### config.mk
export PLATFORM = sky130hd
export DESIGN_NAME = priority_order_repair_unit
export DESIGN_NICKNAME = d
export VERILOG_FILES = /design/src/sv/por_pkg.sv /design/src/sv/priority_order_repair_unit.sv
export SDC_FILE = /design/constraint.sdc
export NUM_CORES = 1
export LEC_CHECK = 0
export ABC_AREA = 1
export BUFFER_PORTS_ARGS = -buffer_cell sky130_fd_sc_hd__buf_4
export CORE_ASPECT_RATIO = 0.6
export CORE_MARGIN = 8
export CORE_UTILIZATION = 65
export DETAILED_ROUTE_END_ITERATION = 16
export HOLD_SLACK_MARGIN = 0.1
export PLACE_DENSITY = 0.84
export SLEW_MARGIN = 20
export SYNTH_ARGS = -nofsm -noshare
export SYNTH_HDL_FRONTEND = slang
export SYNTH_SLANG_ARGS = --single-unit
export TNS_END_PERCENT = 100
### constraint.sdc
create_clock -name i_clk -period 6.68 [get_ports i_clk]
set_input_delay 0.668 -clock i_clk [delete_from_list [all_inputs] [get_ports i_clk]]
set_output_delay 0.668 -clock i_clk [all_outputs]
set_load 0.01 [all_outputs]
### src/sv/por_pkg.sv
// ----------------------------------------------------------------------------
// por_pkg: shared types and constants for the priority order repair unit
// Beat layouts of the load and result channels and the register reset value.
// ----------------------------------------------------------------------------
package por_pkg;

    localparam int REQ_W  = 8;
    localparam int RANK_W = 4;
    localparam int SLOT_W = 4;
    localparam int CFG_W  = 5;

    localparam logic [CFG_W-1:0] ACTIVE_SLOTS_RESET = 5'd14;

    typedef struct packed {
        logic [REQ_W-1:0] requested_rank;
        logic             rank_present;
    } t_in_beat;

    typedef struct packed {
        logic [SLOT_W-1:0] slot_number;
        logic [RANK_W-1:0] final_rank;
        logic              was_filled;
        logic              last_of_run;
    } t_out_beat;

endpackage

### src/sv/priority_order_repair_unit.sv
// ----------------------------------------------------------------------------
// priority_order_repair_unit: repairs requested slot ranks into a permutation
//
//   channel | direction | handshake                 | payload
//   --------+-----------+---------------------------+------------------------
//   load    | in        | i_in_valid / o_in_stall   | i_in_data  (t_in_beat)
//   result  | out       | o_out_valid / i_out_stall | o_out_data (t_out_beat)
//   config  | in        | i_cfg_we                  | i_cfg_data (5 bits)
//
// After the last active slot is loaded, each slot passes through a rank store
// read, a decide step and a send step, and its beat waits in send on stall;
// while deciding, the free-rank pointer steps past taken ranks one rank a
// cycle, at most N steps in a run.
// Reset is synchronous and active low; it clears the run and sets 14 slots.
// o_in_stall is high from the last load beat until the final result is taken.
// ----------------------------------------------------------------------------
module priority_order_repair_unit #(
    parameter int MAX_SLOTS = 16
) (
    input  logic                     i_clk,
    input  logic                     i_rst_n,
    input  logic                     i_cfg_we,
    input  logic [por_pkg::CFG_W-1:0] i_cfg_data,
    input  logic                     i_in_valid,
    output logic                     o_in_stall,
    input  por_pkg::t_in_beat        i_in_data,
    output logic                     o_out_valid,
    input  logic                     i_out_stall,
    output por_pkg::t_out_beat       o_out_data
);

    localparam int IW = (MAX_SLOTS > 1) ? $clog2(MAX_SLOTS) : 1;
    localparam int CW = $clog2(MAX_SLOTS + 1);

    typedef enum logic [3:0] {
        ST_LOAD = 4'b0001,
        ST_READ = 4'b0010,
        ST_FIND = 4'b0100,
        ST_SEND = 4'b1000
    } t_state;

    t_state                     r_state, n_state;
    logic [por_pkg::CFG_W-1:0]  r_active, n_active;
    logic [CW-1:0]              r_load_cnt, n_load_cnt;
    logic [MAX_SLOTS-1:0]       r_kept_valid, n_kept_valid;
    logic [MAX_SLOTS-1:0]       r_rank_used, n_rank_used;
    logic [IW-1:0]              r_idx, n_idx;
    logic [CW-1:0]              r_next, n_next;
    por_pkg::t_out_beat         r_out, n_out;

    logic [por_pkg::RANK_W-1:0] r_kept_rank_mem [MAX_SLOTS];
    logic [por_pkg::RANK_W-1:0] r_rd_rank;
    logic                       mem_we;
    logic [IW-1:0]              mem_waddr;

    logic [CW-1:0]              total;
    logic                       in_acc;
    logic                       req_ok;
    logic [IW-1:0]              req_idx;
    logic [IW-1:0]              slot_idx;
    logic                       keep;
    logic                       next_ok;
    logic [IW-1:0]              next_idx;
    logic                       is_last;

    // clamp the slot count to 1 .. MAX_SLOTS
    always_comb begin
        if (r_active == '0) begin
            total = CW'(1);
        end else if (int'(r_active) > MAX_SLOTS) begin
            total = CW'(MAX_SLOTS);
        end else begin
            total = CW'(r_active);
        end
    end

    assign in_acc   = i_in_valid && !o_in_stall;
    assign req_ok   = i_in_data.rank_present && (int'(i_in_data.requested_rank) < int'(total));
    assign req_idx  = i_in_data.requested_rank[IW-1:0];
    assign slot_idx = r_load_cnt[IW-1:0];
    assign keep     = req_ok && !r_rank_used[req_idx];
    assign next_ok  = r_next < total;
    assign next_idx = r_next[IW-1:0];
    assign is_last  = (CW'(r_idx) + CW'(1)) == total;

    always_comb begin
        n_state      = r_state;
        n_active     = r_active;
        n_load_cnt   = r_load_cnt;
        n_kept_valid = r_kept_valid;
        n_rank_used  = r_rank_used;
        n_idx        = r_idx;
        n_next       = r_next;
        n_out        = r_out;
        mem_we       = 1'b0;
        mem_waddr    = slot_idx;

        unique case (r_state)
            ST_LOAD: begin
                if (in_acc) begin
                    n_kept_valid[slot_idx] = keep;
                    if (keep) begin
                        n_rank_used[req_idx] = 1'b1;
                    end
                    mem_we     = keep;
                    n_load_cnt = r_load_cnt + CW'(1);
                    if (n_load_cnt >= total) begin
                        n_state = ST_READ;
                        n_idx   = '0;
                        n_next  = '0;
                    end
                end
            end
            ST_READ: begin
                n_state = ST_FIND;
            end
            ST_FIND: begin
                n_out.slot_number = por_pkg::SLOT_W'(r_idx);
                n_out.last_of_run = is_last;
                if (r_kept_valid[r_idx]) begin
                    n_out.final_rank = r_rd_rank;
                    n_out.was_filled = 1'b0;
                    n_state          = ST_SEND;
                end else if (next_ok && r_rank_used[next_idx]) begin
                    // step past a taken rank
                    n_next = r_next + CW'(1);
                end else begin
                    n_out.final_rank = next_ok ? por_pkg::RANK_W'(r_next) : '0;
                    n_out.was_filled = 1'b1;
                    if (next_ok) begin
                        n_rank_used[next_idx] = 1'b1;
                    end
                    n_state = ST_SEND;
                end
            end
            ST_SEND: begin
                if (!i_out_stall) begin
                    if (r_out.last_of_run) begin
                        n_load_cnt   = '0;
                        n_kept_valid = '0;
                        n_rank_used  = '0;
                        n_state      = ST_LOAD;
                    end else begin
                        n_idx   = r_idx + IW'(1);
                        n_state = ST_READ;
                    end
                end
            end
            default: begin
                n_state = ST_LOAD;
            end
        endcase

        // a register write abandons the run
        if (i_cfg_we) begin
            n_active     = i_cfg_data;
            n_load_cnt   = '0;
            n_kept_valid = '0;
            n_rank_used  = '0;
            n_state      = ST_LOAD;
            mem_we       = 1'b0;
        end
    end

    always_ff @(posedge i_clk) begin
        if (!i_rst_n) begin
            r_state      <= ST_LOAD;
            r_active     <= por_pkg::ACTIVE_SLOTS_RESET;
            r_load_cnt   <= '0;
            r_kept_valid <= '0;
            r_rank_used  <= '0;
            r_idx        <= '0;
            r_next       <= '0;
        end else begin
            r_state      <= n_state;
            r_active     <= n_active;
            r_load_cnt   <= n_load_cnt;
            r_kept_valid <= n_kept_valid;
            r_rank_used  <= n_rank_used;
            r_idx        <= n_idx;
            r_next       <= n_next;
        end
    end

    always_ff @(posedge i_clk) begin
        r_out <= n_out;
    end

    always_ff @(posedge i_clk) begin
        if (mem_we) begin
            r_kept_rank_mem[mem_waddr] <= por_pkg::RANK_W'(i_in_data.requested_rank);
        end
        r_rd_rank <= r_kept_rank_mem[r_idx];
    end

    assign o_in_stall  = (r_state != ST_LOAD);
    assign o_out_valid = (r_state == ST_SEND);
    assign o_out_data  = r_out;

    a_no_load_while_emit: assert property (@(posedge i_clk) disable iff (!i_rst_n)
        !(i_in_valid && !o_in_stall && o_out_valid))
        else $error("load beat taken while a result is pending");

    a_load_cnt_bound: assert property (@(posedge i_clk) disable iff (!i_rst_n)
        (r_state == ST_LOAD) |-> (r_load_cnt < total))
        else $error("load count reached the slot count while loading");

    a_run_cleared: assert property (@(posedge i_clk) disable iff (!i_rst_n)
        (o_out_valid && !i_out_stall && o_out_data.last_of_run)
        |=> (r_rank_used == '0 && r_kept_valid == '0 && r_load_cnt == '0))
        else $error("run state not cleared after final result");

    a_perm_complete: assert property (@(posedge i_clk) disable iff (!i_rst_n)
        (r_state == ST_SEND && r_out.last_of_run)
        |-> ($countones(r_rank_used) == int'(total)))
        else $error("final result leaves ranks unassigned");

endmodule

==> metrics.yaml <==
sta:
  maxClockFrequency_mhz: 276.7
  min_period_ns: 3.614
  rsz0062_at_grt: "no"
  maxSlewViolCount: 0
  setup_tns_ns: 0
  period_share_pct: 54.11
  worst_slew_pin_slew_ns: 0.9864
  fin_worst_skew_ns: 0.005560
  final_hold_viol_count: 0
  setup-violations-final: 0
  max-slew-margin-rel_pct: 34.15
  layout_setup_ws_ns: 3.066
clocking:
  cts_sinks: 133
  clk-insertion-delay-late_ns: 0.42
  cts_buffers: 17
  post-cts-setup-buffers: 0
  clk_pin_slew_ns: 0.06
  h-tree-depth: 4
  clk_path_buf_depth: 2
  cts_resized: 0
  cts_tree: "yes"
  ctsHoldBuffers: 0
  root_buffer: "clkbuf_16"
critical_path:
  cpMaxStageDelayCell: "nor3_1"
  crit_type: "reg2reg"
  critPathMaxStageDelay_ns: 0.70
  end_kind: "flip-flop"
  crit_buf_inv: 1
  cp_max_fo: 14
  crit_chain: "ha_1 -> nand2_1 -> xnor2_1 -> ha_1 -> nand2_1 -> or3_1 -> nand4_1 -> nand2_1 -> inv_1 -> o21ai_1 -> nor3_1"
  cp.arrival_ns: 3.66
  critPathTopFamily: "simple AND/OR/NAND/NOR gates"
  crit_required_ns: 6.73
  start_kind: "flip-flop"
  cp_common_cell: "nand2_1"
synthesis:
  netlist.area_leader.share_pct: 32.42
  synth_edf_count: 74
  ys_warn_count: 0
  synth-seq-cells: 133
  seq_area_frac_synth_pct: 49.65
  async_flop_share_pct: 0
  syn_inst: 817
  syn-num-nets: 858
  syn_area_sq_um: 6854
  synth.top_cells.by_count: "174 x nand2_1, 116 x nor2_1, 74 x edfxtp_1"
  syn_area_per_cell_sq_um: 8.389
  synthFlopType: "edfxtp_1"
  synth.largest_area_cell: "edfxtp_1"
  synth.most_common_cell: "nand2_1"
  synth_cell_types: 38
  synthTopCellsByArea: "edfxtp_1 32%, dfxtp_1 17%, nand2_1 9.5%"
finish:
  final_area_sq_um: 7654
  antenna-diode-count: 0
  multi_input_area_sq_um: 3015
  ff_latch_area_sq_um: 3403
  area_growth_pct: 11.66
  nets: 868
  drive_above_1_share_pct: 10.48
  nFillCells: 762
placement:
  place_hpwl_mm: 13.15
  pre_cts_ws_ns: 3.200
  placed_area_sq_um: 7048
  port_buffers: 30
  place.gp.congestion: 1.028
power:
  power_density_nw_per_um2: 270.5
  irDropWorstVdd_mv: 0.2382
  p_leak_nw: 2.839
global_routing:
  antenna_found_initial: 0
  grt_pass1_wl_mm: 30.96
  grt_pass1_vias: 5841
  grt-ovfl-total: 0
  grt_start_max_net_pins: 41
  grt_usage_pct: 28.38
die:
  die_h_um: 95.54
  num_io_pins: 31
  die_x_um: 148.6
  core-area_sq_um: 10410
  die-area_sq_um: 14190
  start_util_pct: 65.82
  rows: 29
routing:
  viasPerCell: 6.374
  vias: 6240
  first_pass_iters: 6
  drc_errors: 0
  avgRoutedWirePerCell_um: 19.44
  ant_nets: 0
  finalWirelength_mm: 19.04
  drt_iter0_markers: 966
worst_hold_path:
  holdCritPathClass: "in2reg"
run_status:
  status: "finished, final reports clean"
flow_run:
  drv_cap: 0
## final cells by class
type	count	area share (%)
clock buffers	19	6.065
clock inverters	13	1.847
inverters	56	2.812
multi-input cells	587	39.40
flip-flops and latches	133	44.47
well taps	139	2.272
repair buffers	32	3.139
## layout by cell type, fill, tap and decap left out, drive strengths merged, types with 17 or more instances in the layout
| cell | instances |
|---|---|
| a21oi | 50 |
| nand2 | 180 |
| nand3 | 61 |
| inv | 61 |
| a211oi | 17 |
| o21ai | 59 |
| dfxtp | 59 |
| clkbuf | 19 |
| buf | 32 |
| o22ai | 23 |
| nor2 | 119 |
| ha | 22 |
| edfxtp | 74 |
## final timing paths
path / slack, ns / startpoint / cells past startpoint / endpoint
worst min register to register: 0.49 / r_active[2] / 2 / r_active[2]
worst min-delay path: 0.46 / i_cfg_data[2] / 3 / r_active[2]
worst max register to register: 3.07 / r_load_cnt[0] / 11 / o_out_data[4]
worst max-delay path: 3.07 / r_load_cnt[0] / 11 / o_out_data[4]
## per-stage QoR
step / cells / hold WS [ns] / util (%) / power, mW
3_3_place_gp: 947 / 0.4665 / 67.68 / 1.112
2_1_floorplan: 817 / 0.4029 / - / 1.063
3_5_place_dp: 947 / 0.4695 / 67.68 / 1.120
5_1_grt: 979 / 0.4720 / 73.50 / 2.131
4_1_cts: 979 / 0.4578 / 73.50 / 2.061
6_report: 979 / 0.4627 / 73.50 / 2.070
## metal layers
metal	routed length (um)	vias up	part of all wire (%)	global-route usage (%)
li1	-	2850	-	-
met1	8227	2915	43	40.50
met2	7533	434	40	39.95
met3	2946	41	15	10.57
met4	329	0	1.7	6.751
met5	0	-	0	0
## sequential cells by signal, indices dropped and copies added, names as in the netlist
register and cells:
r_rd_rank 4, r_next 5, r_state 4, o_out_data 10
r_active 5, r_kept_valid 16, r_load_cnt 5, r_idx 4
r_rank_used 16, r_kept_rank_mem 64
## logic make-up after synthesis
| logic type | share of synthesized area [%] |
|---|---|
| AOI/OAI and AO/OA | 15.08 |
| xor gates and xnor gates | 1.278 |
| adders and majority gates | 4.016 |
| buffers and inverters | 6.353 |
| DFF | 49.65 |
| and+or+nand+nor | 23.62 |
## worst register-to-register path: stages (launching register included)
cell and delay [ns]:
dfxtp_1 0.41, ha_1 0.29, nand2_1 0.15, xnor2_1 0.18
ha_1 0.33, nand2_1 0.08, or3_1 0.35, nand4_1 0.12
nand2_1 0.12, inv_1 0.33, o21ai_1 0.20, nor3_1 0.70
## report_power, final
group / internal, mW / switching [mW] / total (mW)
registers: 0.879 / 0.0252 / 0.904
logic: 0.0625 / 0.147 / 0.209
clock network: 0.585 / 0.371 / 0.957
Power figures use the tool's default switching activity.
